**src/hdl/lmbs_pkg.sv**
```systemverilog
// ----------------------------------------------------------------------------
// LED matrix bit-plane scan driver package
// Shared constants, codes and types of the scan driver.
// ----------------------------------------------------------------------------
package lmbs_pkg;

    localparam int SHIFT_COLUMNS = 256;
    localparam int SCAN_ROWS     = 16;
    localparam int PLANES        = 3;

    localparam int COL_W   = $clog2(SHIFT_COLUMNS);
    localparam int ROW_W   = (SCAN_ROWS > 1) ? $clog2(SCAN_ROWS) : 1;
    localparam int PLANE_W = (PLANES > 1) ? $clog2(PLANES) : 1;
    localparam int ADDR_W  = 1 + ROW_W + COL_W;

    localparam int STORE_DEPTH = 2 * SCAN_ROWS * SHIFT_COLUMNS;
    localparam int CELL_W      = 6;
    localparam int WORD_W      = PLANES * CELL_W;

    localparam int LIGHT_W  = 14;
    localparam int GAP_W    = 16;
    localparam int TICK_W   = 16;
    localparam int SHIFT_W  = LIGHT_W + 8;
    localparam int TICK_MAX = (2 ** TICK_W) - 1;

    localparam int CFG_DATA_W = 16;
    localparam int QDEPTH     = 3;
    localparam int QPTR_W     = 2;
    localparam int QCNT_W     = 2;

    localparam logic [LIGHT_W-1:0] LIGHT_RESET = LIGHT_W'(150);
    localparam logic [GAP_W-1:0]   GAP_RESET   = GAP_W'(1000);

    typedef enum logic [1:0] {
        OP_WRITE = 2'd0,
        OP_SWAP  = 2'd1,
        OP_TICK  = 2'd2
    } t_op;

    typedef enum logic {
        REG_LIGHT_BASE = 1'b0,
        REG_FRAME_GAP  = 1'b1
    } t_reg;

    typedef enum logic [2:0] {
        PH_SHIFT_LOW  = 3'd0,
        PH_SHIFT_HIGH = 3'd1,
        PH_LATCH      = 3'd2,
        PH_LATCH_LOW  = 3'd3,
        PH_ROW_SELECT = 3'd4,
        PH_FRAME_GAP  = 3'd5
    } t_phase;

    // Cell bits: red, green, blue of the upper half, then of the lower half.
    typedef logic [CELL_W-1:0] t_cell;
    typedef t_cell [PLANES-1:0] t_word;

    typedef struct packed {
        logic       shift_clock;
        logic       latch;
        logic [3:0] row_address;
        logic       output_enable_n;
    } t_ctrl;

    typedef struct packed {
        t_cell data;
        t_ctrl ctrl;
    } t_pins;

    typedef struct packed {
        logic               load;
        logic [ROW_W-1:0]   row;
        logic [PLANE_W-1:0] plane;
        logic [COL_W-1:0]   col;
    } t_scan_rd;

    typedef struct packed {
        logic               wr;
        logic               swap;
        logic [ROW_W-1:0]   scan_row;
        logic [PLANE_W-1:0] scan_plane;
        logic [COL_W-1:0]   scan_col;
        logic [6:0]         px_col;
        logic [5:0]         px_row;
        logic [2:0]         red;
        logic [2:0]         green;
        logic [2:0]         blue;
    } t_fb_req;

endpackage

```
**src/hdl/lmbs_out_queue.sv**
```systemverilog
// ----------------------------------------------------------------------------
// Output queue
// Three-entry queue of pin results in front of the output channel.
// ----------------------------------------------------------------------------
module lmbs_out_queue import lmbs_pkg::*; (
    input  logic              i_clk,
    input  logic              i_rst_n,
    input  logic              i_push,
    input  t_pins             i_data,
    input  logic              i_pop,
    output logic              o_valid,
    output t_pins             o_data,
    output logic [QCNT_W-1:0] o_count
);

    t_pins              r_entry [QDEPTH];
    logic [QPTR_W-1:0]  r_rd_ptr;
    logic [QPTR_W-1:0]  r_wr_ptr;
    logic [QCNT_W-1:0]  r_count;
    logic               do_pop;

    assign do_pop = i_pop && (r_count != '0);

    always_ff @(posedge i_clk) begin
        if (!i_rst_n) begin
            r_rd_ptr <= '0;
            r_wr_ptr <= '0;
            r_count  <= '0;
        end else begin
            if (i_push) begin
                r_wr_ptr <= (r_wr_ptr == QPTR_W'(QDEPTH - 1)) ? '0 : r_wr_ptr + 1'b1;
            end
            if (do_pop) begin
                r_rd_ptr <= (r_rd_ptr == QPTR_W'(QDEPTH - 1)) ? '0 : r_rd_ptr + 1'b1;
            end
            if (i_push && !do_pop) begin
                r_count <= r_count + 1'b1;
            end else if (!i_push && do_pop) begin
                r_count <= r_count - 1'b1;
            end
        end
    end

    always_ff @(posedge i_clk) begin
        if (i_push) begin
            r_entry[r_wr_ptr] <= i_data;
        end
    end

    assign o_valid = (r_count != '0);
    assign o_data  = r_entry[r_rd_ptr];
    assign o_count = r_count;

    a_no_overflow: assert property (@(posedge i_clk) disable iff (!i_rst_n)
        (i_push && !do_pop) |-> (r_count != QCNT_W'(QDEPTH)))
        else $error("Output queue overflow.");

endmodule

```
**config.mk**
```make
export PLATFORM = sky130hd
export DESIGN_NAME = lmbs_out_queue
export DESIGN_NICKNAME = d
export VERILOG_FILES = /design/src/hdl/lmbs_pkg.sv /design/src/hdl/lmbs_out_queue.sv
export SDC_FILE = /design/constraint.sdc
export NUM_CORES = 1
export LEC_CHECK = 0
export ABC_AREA = 1
export BUFFER_PORTS_ARGS = -buffer_cell sky130_fd_sc_hd__buf_2
export CAP_MARGIN = 10
export CORE_UTILIZATION = 50
export CTS_CLUSTER_DIAMETER = 100
export DETAILED_ROUTE_END_ITERATION = 10
export PLACE_DENSITY = 0.85
export SYNTH_ARGS = -nofsm -noshare
export SYNTH_HDL_FRONTEND = slang
export SYNTH_SLANG_ARGS = --single-unit
```
**constraint.sdc**
```tcl
create_clock -name i_clk -period 5.4 [get_ports i_clk]
set_input_delay 0.27 -clock i_clk [delete_from_list [all_inputs] [get_ports i_clk]]
set_output_delay 0.27 -clock i_clk [all_outputs]
set_load 0.02 [all_outputs]
```
==> qor.csv <==
stage,metric,value,unit
grt,first-pass GRT wire length,4910,um
worst_setup_path,required time of the worst setup path,5.13,ns
worst_setup_path,Worst Setup Path Type,flip-flop to output port,
cts,number of CTS-inserted buffers,5,
worst_setup_path,standard cell with the maximum stage delay on the critical path,sky130_fd_sc_hd__dfxtp_1,
cts,clk root buf,sky130_fd_sc_hd__clkbuf_4,
yosys,post-synthesis instance area,1810,um2
worst_setup_path,cell breakdown of the critical path,"inv_2, nand2_1, a21oi_1, buf_2",
grt,global route overflow,0,
yosys,part of the Yosys area used for sequential elements,73.7,%
floorplanning,I/O pin total,33,
sta,final total negative setup slack,0,ns
finish,post-layout util,60.1,%
yosys,number of nets in the synthesized netlist,164,
sta,number of hold violations in the final report,0,
finish,Final nets,199,
worst_setup_path,startpoint type of the worst setup path,flip-flop,
cts,post-cts hold buffer count,0,
sta,period utilisation layout,36.3,%
finish,final-layout fill cell count,270,
drt,Vias per Instance,5.04,
cts,number of clock sinks,47,
finish,"commonest non-fill, non-tap cells in the layout","sky130_fd_sc_hd__edfxtp_1, sky130_fd_sc_hd__buf_2, sky130_fd_sc_hd__a21oi_1",
sta,worst slew margin relative to its limit,37.9,%
drt,DRC errors left,0,
finish,fraction of final layout cells with drive strength greater than 1,25.8,%
sta,maximum achievable frequency,0.510,GHz
cts,count of instances resized after the clock tree is built,0,
sta,unrepaired setup endpoints after global routing,no,
drt,detailed-route wire length,2980,um
placement,number of buffer cells added on primary ports,32,
drt,per-cell routed wire length,13.1,um
power,worst-case vdd ir drop,189,uV
cts,latest clock arrival within the worst-skew pair,0.36,ns
floorplanning,standard-cell row count,21,
sta,slew at the pin with the worst max-slew slack,0.926,ns
drt,router iterations before antenna repair,4,
yosys,flip-flop and latch count after synthesis,47,
grt,maximum number of pins on one net before global-route repair,15,
finish,Syn-to-layout area delta,12.8,%
placement,Detailed Place HPWL,2010,um
worst_hold_path,type of the worst min-delay path,input pin to flip-flop,
grt,initial antenna violation count,0,
power,Power Density,363,nW/um2
drt,number of violations reported at the end of detailed-routing iteration 0,46,
yosys,cells after synthesis,146,
yosys,ranking of synthesized cells by area,"sky130_fd_sc_hd__edfxtp_1, sky130_fd_sc_hd__dfxtp_1, sky130_fd_sc_hd__a21oi_1",
cts,CTS HTree Levels,2,
cts,maximum buffer depth of the clock tree,2,
finish,footprint of the multi-input gates,379,um2
drt,number of nets with antenna violations after detailed routing,0,
grt,Overall Global Routing Usage,17.3,%
yosys,Yosys warning count,0,
floorplanning,y dimension of the die,62.1,um
floorplanning,width of the chip,62.1,um
sta,post-layout minimum cycle time,1.96,ns
worst_setup_path,delay of the slowest cell on the worst path,0.70,ns
run_status,outcome,"finished, final reports clean",
sta,Max Clock Skew,0.0124,ns
floorplanning,area of the core region,3390,um2
cts,TritonCTS clock tree,built,
finish,most frequent standard cell in the layout excluding fill and tap cells,sky130_fd_sc_hd__edfxtp_1,
grt,number of global-route vias before repair,1117,
yosys,area fraction of the dominant cell type after synthesis,64.8,%
finish,number of diodes added for antenna fixing,0,
sta,max-slew violation total from the final report,0,
cts,post-CTS setup buffers,0,
sta,Setup-failing EPs final,0,
worst_setup_path,highest fanout seen on the critical path,14,
yosys,distinct cell type count after synthesis,17,
floorplanning,starting density of the core,53.3,%
yosys,leading area contributor after synthesis,sky130_fd_sc_hd__edfxtp_1,
run,max_cap viols,0,
floorplanning,die area,3860,um2
finish,area occupied by registers,1330,um2
cts,clk slew on worst S/H paths,0.12,ns
worst_setup_path,crit path capture type,output port,
placement,Final Wtd Congestion,0.719,
yosys,mean instance size in the synthesized netlist,12.4,um2
drt,vias after detailed routing,1149,
power,reported leakage power,0.808,nW
worst_setup_path,worst endpoint data arrival time,1.69,ns
[per-layer routing]
metal  vias to the layer above  routed length [um]  part of all wire, %  global-route usage [%]
met5                         -                   0                    0                       0
met4                         0                  85                  2.9                    8.72
met3                        10                 228                  7.7                    6.43
met2                        47                1450                   49                    27.7
met1                       520                1210                   41                    20.5
li1                        572                   -                    -                       -
[where the power goes]
part | switching (W) | internal [W]
Sequential | 0.0000199 | 0.000415
Clock | 0.000101 | 0.0000503
Combinational | 0.000102 | 0.0000521
[cell type report]
type | instances | area share [%]
inverters | 15 | 2.76
repair buffers | 32 | 7.86
well taps | 46 | 2.82
multi-input cells | 80 | 18.6
clock buffers | 6 | 2.03
clock inverters | 2 | 0.614
flip-flops and latches | 47 | 65.3
[critical path: cells and delay by family, from the launching register on]
family | cells | cell delay [ns]
buffers and inverters | 2 | 0.43
DFF | 1 | 0.70
AOI/OAI and AO/OA | 1 | 0.09
and+or+nand+nor | 1 | 0.12
[logic make-up after synthesis]
logic type / share of synthesized area (%)
compound gates: 9.56
flops: 73.7
fa+ha+maj: 0.692
simple gates: 10.5
buf+inv: 5.61
[synth_stat cells, drive strengths merged]
| cell type | number |
|---|---|
| a21oi | 29 |
| nand3 | 3 |
| ha | 1 |
| nand2 | 24 |
| o21a | 1 |
| buf | 4 |
| nand4 | 1 |
| nor3 | 1 |
| edfxtp | 39 |
| o211ai | 1 |
| inv | 15 |
| o21ai | 1 |
| nor2 | 18 |
| dfxtp | 8 |
[state kept, by name (all words and copies together) (netlist names), named ones only]
register  flops
r_rd_ptr      2
r_entry      39
r_wr_ptr      2
o_count       2
[path summary, 6_finish.rpt]
kind               start             to  slack, ns  depth (start not counted)
max            flip-flop      o_data[4]       3.44                          4
max reg2reg  r_wr_ptr[0]  r_entry[2][4]       3.90                          1
min            i_data[6]  r_entry[1][6]       0.11                          1
min reg2reg  r_wr_ptr[1]    r_wr_ptr[1]       0.48                          2
[through the flow]
| step | area, um2 | hold slack (ns) | cells | power (W) | setup WS [ns] |
|---|---|---|---|---|---|
| 6_report | 2040 | 0.108 | 228 | 0.000740 | 3.44 |
| 5_1_grt | 2040 | 0.0668 | 228 | 0.000781 | 3.29 |
| 4_1_cts | 2040 | 0.0976 | 228 | 0.000746 | 3.43 |
| 3_5_place_dp | 1980 | 0.460 | 220 | 0.000598 | 3.77 |
| 3_3_place_gp | 1980 | 0.454 | 220 | 0.000594 | 3.82 |
| 2_1_floorplan | 1810 | 0.369 | 146 | 0.000552 | 3.70 |
(Power assumes the default switching activity.)
