`config.mk`:
```
export PLATFORM = sky130hd
export DESIGN_NAME = lmbs_scan_seq
export DESIGN_NICKNAME = d
export VERILOG_FILES = /design/src/hdl/lmbs_pkg.sv /design/src/hdl/lmbs_scan_seq.sv
export SDC_FILE = /design/constraint.sdc
export NUM_CORES = 1
export LEC_CHECK = 0
export ABC_AREA = 1
export ABC_CLOCK_PERIOD_IN_PS = 3700
export BUFFER_PORTS_ARGS = -buffer_cell sky130_fd_sc_hd__buf_2
export CAP_MARGIN = 40
export CORE_MARGIN = 1
export CORE_UTILIZATION = 52
export DETAILED_ROUTE_END_ITERATION = 6
export PLACE_DENSITY_LB_ADDON = 0.12
export REMOVE_ABC_BUFFERS = 1
export SYNTH_ARGS = -nofsm -noshare
export SYNTH_HDL_FRONTEND = slang
export SYNTH_SLANG_ARGS = --single-unit
```
`constraint.sdc`:
```
create_clock -name i_clk -period 3.7 [get_ports i_clk]
set_clock_uncertainty 0.1 [all_clocks]
set_input_delay 0.74 -clock i_clk [delete_from_list [all_inputs] [get_ports i_clk]]
set_output_delay 0.74 -clock i_clk [all_outputs]
set_load 0.02 [all_outputs]
```
`src/hdl/lmbs_pkg.sv`:
```
// ----------------------------------------------------------------------------
// LED matrix bit-plane scan driver package
// Shared constants, codes and types of the scan driver.
// ----------------------------------------------------------------------------
package lmbs_pkg;

    localparam int SHIFT_COLUMNS = 256;
    localparam int SCAN_ROWS     = 16;
    localparam int PLANES        = 3;

    localparam int COL_W   = $clog2(SHIFT_COLUMNS);
    localparam int ROW_W   = (SCAN_ROWS > 1) ? $clog2(SCAN_ROWS) : 1;
    localparam int PLANE_W = (PLANES > 1) ? $clog2(PLANES) : 1;
    localparam int ADDR_W  = 1 + ROW_W + COL_W;

    localparam int STORE_DEPTH = 2 * SCAN_ROWS * SHIFT_COLUMNS;
    localparam int CELL_W      = 6;
    localparam int WORD_W      = PLANES * CELL_W;

    localparam int LIGHT_W  = 14;
    localparam int GAP_W    = 16;
    localparam int TICK_W   = 16;
    localparam int SHIFT_W  = LIGHT_W + 8;
    localparam int TICK_MAX = (2 ** TICK_W) - 1;

    localparam int CFG_DATA_W = 16;
    localparam int QDEPTH     = 3;
    localparam int QPTR_W     = 2;
    localparam int QCNT_W     = 2;

    localparam logic [LIGHT_W-1:0] LIGHT_RESET = LIGHT_W'(150);
    localparam logic [GAP_W-1:0]   GAP_RESET   = GAP_W'(1000);

    typedef enum logic [1:0] {
        OP_WRITE = 2'd0,
        OP_SWAP  = 2'd1,
        OP_TICK  = 2'd2
    } t_op;

    typedef enum logic {
        REG_LIGHT_BASE = 1'b0,
        REG_FRAME_GAP  = 1'b1
    } t_reg;

    typedef enum logic [2:0] {
        PH_SHIFT_LOW  = 3'd0,
        PH_SHIFT_HIGH = 3'd1,
        PH_LATCH      = 3'd2,
        PH_LATCH_LOW  = 3'd3,
        PH_ROW_SELECT = 3'd4,
        PH_FRAME_GAP  = 3'd5
    } t_phase;

    // Cell bits: red, green, blue of the upper half, then of the lower half.
    typedef logic [CELL_W-1:0] t_cell;
    typedef t_cell [PLANES-1:0] t_word;

    typedef struct packed {
        logic       shift_clock;
        logic       latch;
        logic [3:0] row_address;
        logic       output_enable_n;
    } t_ctrl;

    typedef struct packed {
        t_cell data;
        t_ctrl ctrl;
    } t_pins;

    typedef struct packed {
        logic               load;
        logic [ROW_W-1:0]   row;
        logic [PLANE_W-1:0] plane;
        logic [COL_W-1:0]   col;
    } t_scan_rd;

    typedef struct packed {
        logic               wr;
        logic               swap;
        logic [ROW_W-1:0]   scan_row;
        logic [PLANE_W-1:0] scan_plane;
        logic [COL_W-1:0]   scan_col;
        logic [6:0]         px_col;
        logic [5:0]         px_row;
        logic [2:0]         red;
        logic [2:0]         green;
        logic [2:0]         blue;
    } t_fb_req;

endpackage

```
`src/hdl/lmbs_scan_seq.sv`:
```
// ----------------------------------------------------------------------------
// Scan sequencer
// Steps the column shift, latch, row select, lighting and frame gap timing.
// ----------------------------------------------------------------------------
module lmbs_scan_seq import lmbs_pkg::*; (
    input  logic               i_clk,
    input  logic               i_rst_n,
    input  logic               i_tick,
    input  logic [LIGHT_W-1:0] i_light_base,
    input  logic [GAP_W-1:0]   i_frame_gap,
    output t_scan_rd           o_rd,
    output t_ctrl              o_ctrl
);

    t_phase             r_phase, n_phase;
    logic [ROW_W-1:0]   r_row, n_row;
    logic [PLANE_W-1:0] r_plane, n_plane;
    logic [COL_W-1:0]   r_col, n_col;
    logic [TICK_W-1:0]  r_light, n_light;
    logic [GAP_W-1:0]   r_gap, n_gap;
    t_ctrl              r_ctrl, n_ctrl;

    logic [TICK_W-1:0]  light_dec;
    logic [GAP_W-1:0]   gap_dec;
    logic               lit_done;
    logic               last_col;
    logic               last_plane;
    logic               last_row;
    logic [LIGHT_W-1:0] base_min;
    logic [SHIFT_W-1:0] shifted;
    logic [TICK_W-1:0]  period;

    assign light_dec  = (r_light != '0) ? r_light - 1'b1 : '0;
    assign lit_done   = (light_dec == '0);
    assign gap_dec    = (r_gap != '0) ? r_gap - 1'b1 : '0;
    assign last_col   = (r_col == COL_W'(SHIFT_COLUMNS - 1));
    assign last_plane = (r_plane == PLANE_W'(PLANES - 1));
    assign last_row   = (r_row == ROW_W'(SCAN_ROWS - 1));
    assign base_min   = (i_light_base == '0) ? LIGHT_W'(1) : i_light_base;
    assign shifted    = SHIFT_W'(base_min) << r_plane;
    assign period     = (shifted > SHIFT_W'(TICK_MAX)) ? '1 : TICK_W'(shifted);

    always_comb begin
        n_phase = r_phase;
        case (r_phase)
            PH_SHIFT_LOW: begin
                n_phase = PH_SHIFT_HIGH;
            end
            PH_SHIFT_HIGH: begin
                n_phase = last_col ? PH_LATCH : PH_SHIFT_LOW;
            end
            PH_LATCH: begin
                if (lit_done) begin
                    n_phase = PH_LATCH_LOW;
                end
            end
            PH_LATCH_LOW: begin
                n_phase = PH_ROW_SELECT;
            end
            PH_ROW_SELECT: begin
                if (last_plane && last_row && (i_frame_gap != '0)) begin
                    n_phase = PH_FRAME_GAP;
                end else begin
                    n_phase = PH_SHIFT_LOW;
                end
            end
            PH_FRAME_GAP: begin
                if (gap_dec == '0) begin
                    n_phase = PH_SHIFT_LOW;
                end
            end
            default: begin
                n_phase = PH_SHIFT_LOW;
            end
        endcase
    end

    always_comb begin
        n_row   = r_row;
        n_plane = r_plane;
        n_col   = r_col;
        n_gap   = r_gap;
        n_light = light_dec;
        n_ctrl  = r_ctrl;
        if ((r_light != '0) && lit_done) begin
            n_ctrl.output_enable_n = 1'b1;
        end
        case (r_phase)
            PH_SHIFT_LOW: begin
                n_ctrl.shift_clock = 1'b0;
            end
            PH_SHIFT_HIGH: begin
                n_ctrl.shift_clock = 1'b1;
                n_col = last_col ? '0 : r_col + 1'b1;
            end
            PH_LATCH: begin
                if (lit_done) begin
                    n_ctrl.shift_clock = 1'b0;
                    n_ctrl.latch       = 1'b1;
                end
            end
            PH_LATCH_LOW: begin
                n_ctrl.latch = 1'b0;
            end
            PH_ROW_SELECT: begin
                n_ctrl.row_address     = 4'(r_row);
                n_ctrl.output_enable_n = 1'b0;
                n_light                = period;
                n_plane                = last_plane ? '0 : r_plane + 1'b1;
                if (last_plane) begin
                    n_row = last_row ? '0 : r_row + 1'b1;
                    if (last_row) begin
                        n_gap = i_frame_gap;
                    end
                end
            end
            PH_FRAME_GAP: begin
                n_gap = gap_dec;
            end
            default: begin
                n_ctrl = r_ctrl;
            end
        endcase
    end

    always_ff @(posedge i_clk) begin
        if (!i_rst_n) begin
            r_phase <= PH_SHIFT_LOW;
            r_row   <= '0;
            r_plane <= '0;
            r_col   <= '0;
            r_light <= '0;
            r_gap   <= '0;
            r_ctrl  <= '{shift_clock: 1'b0, latch: 1'b0, row_address: 4'd0,
                         output_enable_n: 1'b1};
        end else if (i_tick) begin
            r_phase <= n_phase;
            r_row   <= n_row;
            r_plane <= n_plane;
            r_col   <= n_col;
            r_light <= n_light;
            r_gap   <= n_gap;
            r_ctrl  <= n_ctrl;
        end
    end

    assign o_rd.load  = (r_phase == PH_SHIFT_LOW);
    assign o_rd.row   = r_row;
    assign o_rd.plane = r_plane;
    assign o_rd.col   = r_col;
    assign o_ctrl     = n_ctrl;

    a_lit_enabled: assert property (@(posedge i_clk) disable iff (!i_rst_n)
        (r_light != '0) |-> !r_ctrl.output_enable_n)
        else $error("LEDs dark while the lighting count is still running.");

    a_latch_phase: assert property (@(posedge i_clk) disable iff (!i_rst_n)
        r_ctrl.latch == (r_phase == PH_LATCH_LOW))
        else $error("Latch strobe out of step with the scan phase.");

    a_gap_nonzero: assert property (@(posedge i_clk) disable iff (!i_rst_n)
        (r_phase == PH_FRAME_GAP) |-> (r_gap != '0))
        else $error("Frame gap phase with an empty gap count.");

endmodule

```
==> impl_metrics.csv <==
group,metric,value,unit
worst_setup_path,path_class,"flop to output pin",
worst_setup_path,required,2.86,ns
floorplanning,start_util,0.5363,
worst_hold_path,hold_path_class,"flop to flop",
power_and_ir_drop,power.density,361.9,nW/µm²
synthesis,ys_seq_elements,56,
synthesis,async_reset_ff_frac,0,
clocking,cts_tree,"built",
synthesis,synth_flop_cell,"dfxtp_1",
power_and_ir_drop,vdd_drop_max,0.0001685,V
power_and_ir_drop,finalPower,1.656,mW
placed_design,io_buffers,54,
detailed_routing,drt_pass1_iterations,5,
detailed_routing,drtIter0Drc,210,
timing,fin_crit_sh,0.9156,
detailed_routing,vias,4527,
power_and_ir_drop,switching_share,0.3813,
power_and_ir_drop,combinationalPowerShare,0.328,
detailed_routing,drt_wl_total,10890,µm
cells_and_area,fillers,796,
clocking,cts_made_buffers,5,
placed_design,dpl.hpwl,8179,µm
detailed_routing,drc,0,
clocking,clockBufferDepth,2,
floorplanning,rows,32,
global_route,grt_pass1_wl,18240,µm
cells_and_area,drive_gt1_frac,0.1315,
cells_and_area,area_growth,10.99,%
worst_setup_path,cpMaxStageDelayCell,"dfxtp_1",
clocking,clk_latency,0.33,ns
global_route,track_usage,0.2671,
cells_and_area,final_common_cell,"nand2_1",
timing,hold_viol_final,0,
detailed_routing,drt-vias-per-instance,5.541,
timing,rsz0062_at_grt,"no",
worst_setup_path,arrival,2.55,ns
timing,min_period,3.388,ns
floorplanning,die_y,91.04,µm
power_and_ir_drop,p_seq_frac,0.405,
timing,finalMaxSlewViolations,0,
synthesis,seq_area_frac_synth,0.2719,
clocking,cts_htree_levels,2,
floorplanning,ios,55,
power_and_ir_drop,switchingPower,0.6314,mW
worst_setup_path,worst_path_dominant_cell_family,"simple AND/OR/NAND/NOR gates",
worst_setup_path,slowest_delay,0.34,ns
cells_and_area,mostFrequentLayoutCells,"nand2_1, inv_1, nor2_1, nand3_1, dfxtp_1",
worst_setup_path,cp_cell_sequence,"inv_2 -> ha_1 -> nand3_1 -> nor2_2 -> nand2_4 -> nand3_1 -> nand2_1 -> nor3_2 -> nand3_1 -> nand2_2 -> nand2_1 -> nand2_1 -> nand2_1 -> buf_2",
synthesis,synth_edf_count,0,
timing,tightest_slew,0.8522,ns
clocking,ctsResizeCount,0,
timing,timing.setup.tns,0,ns
worst_setup_path,path_max_fanout,18,
global_route,antenna_found_initial,0,
floorplanning,die_area,8288,µm²
clocking,cts_hold_buf,0,
placed_design,gp_congestion,0.9074,
job,drv_cap,0,
clocking,root_buffer,"clkbuf_8",
power_and_ir_drop,p_clk_frac,0.267,
placed_design,pre_cts_ws,0.6670,ns
clocking,post_cts_buffers,0,
timing,worst_slack,0.3124,ns
timing,whs,0.3736,ns
timing,slew_headroom,0.4305,
worst_setup_path,cp_common_cell,"nand2_1",
synthesis,synth_area,4123,µm²
clocking,cts.sinks,56,
synthesis,synthCells,675,
synthesis,synth.avg_cell_area,6.108,µm²
global_route,grt_pass1_vias,4090,
worst_setup_path,start_kind,"flop",
global_route,grt_max_degree,36,
power_and_ir_drop,leakage,2.126,nW
status,status,"finished clean",
synthesis,synth_cell_types,37,
timing,setup_viol,0,
synthesis,yosys_warnings,0,
detailed_routing,ant_nets,0,
worst_setup_path,crit_buf_inv,2,
clocking,clkTransAtPathRegs,0.11,ns
global_route,gr-total-overflow,0,
worst_setup_path,worst_setup_path_end_kind,"output pin",
cells_and_area,diodes,0,
timing,fmax,295.2,MHz
floorplanning,die_w,91.04,µm
power_and_ir_drop,p_int,1.025,mW
floorplanning,coreArea,7687,µm²
cells_and_area,fin_nets,752,
detailed_routing,routedWlPerCell,13.32,µm
==> final cells by class <==
type / instances / area, µm² / area share
flip-flops and latches: 56 / 1121 / 0.2450
repair buffers: 58 / 320.3 / 0.07000
clock inverters: 3 / 50.05 / 0.01094
clock buffers: 5 / 68.82 / 0.01504
well taps: 102 / 127.6 / 0.02789
inverters: 93 / 349.1 / 0.07629
multi-input cells: 500 / 2539 / 0.5548
==> per-stage QoR <==
stage,area (µm²),cells,util
3_3_place_gp,4429,808,0.5762
6_report,4576,817,0.5952
2_1_floorplan,4009,649,-
5_1_grt,4576,817,0.5952
3_5_place_dp,4457,809,0.5798
4_1_cts,4576,817,0.5952
==> routing by layer <==
| metal | GRT usage | routed length, µm | part of all wire |
|---|---|---|---|
| met1 | 0.3644 | 5301 | 0.49 |
| met2 | 0.4356 | 4850 | 0.45 |
| met3 | 0.03769 | 614 | 0.056 |
| met4 | 0.08201 | 120 | 0.011 |
| met5 | 0 | 0 | 0 |
==> synth_stat cells (all sizes together), types with 8 or more instances <==
cell | count | area share
o221ai | 8 | 0.017
inv | 91 | 0.083
o211ai | 23 | 0.042
nor3 | 8 | 0.011
a221oi | 12 | 0.025
a21oi | 42 | 0.051
clkbuf | 18 | 0.016
o21ai | 46 | 0.057
buf | 8 | 0.011
nand3 | 63 | 0.083
nor2 | 86 | 0.091
nand4 | 18 | 0.027
nand2 | 167 | 0.16
dfxtp | 56 | 0.27
==> worst reg2reg max path, delay by kind of cell (launching register included) <==
family / cells / cell delay [ns]
buf+inv: 2 / 0.77
simple gates: 2 / 0.72
compound gates: 3 / 0.60
flops: 1 / 0.40
==> power groups by stage <==
stage / Sequential [mW] / Clock [mW] / Combinational, mW
finish: 0.671 / 0.442 / 0.543
global route: 0.678 / 0.472 / 0.610
CTS: 0.670 / 0.456 / 0.539
detailed placement: 0.684 / 0 / 0.536
global placement: 0.684 / 0 / 0.530
floorplan: 0.679 / 0 / 0.394
==> path summary, 6_finish.rpt <==
check	slack, ns	depth (start not counted)	from	to
worst max-delay path	0.31	14	r_light[0]$_SDFFE_PN0P_	o_ctrl[6]
worst min-delay path	0.37	2	r_ctrl[2]$_SDFFE_PN0P_	r_ctrl[2]$_SDFFE_PN0P_
worst max register to register	1.02	7	r_phase[0]$_SDFFE_PN0P_	r_light[10]$_SDFFE_PN0P_
worst min register to register	0.37	2	r_ctrl[2]$_SDFFE_PN0P_	r_ctrl[2]$_SDFFE_PN0P_
==> sequential cells by signal, summed over array words and instances (netlist names) <==
name / flops
r_row: 4
r_col: 8
r_plane: 2
r_light: 16
r_phase: 3
r_ctrl: 7
r_gap: 16
==> kinds of logic after synthesis <==
group | Yosys count | synth area share
simple gates | 348 | 0.3791
compound gates | 142 | 0.2109
buf+inv | 119 | 0.1123
flops | 56 | 0.2719
xor+xnor | 5 | 0.01062
fa+ha+maj | 5 | 0.01517
No activity file was read; power rests on OpenSTA's default activity.
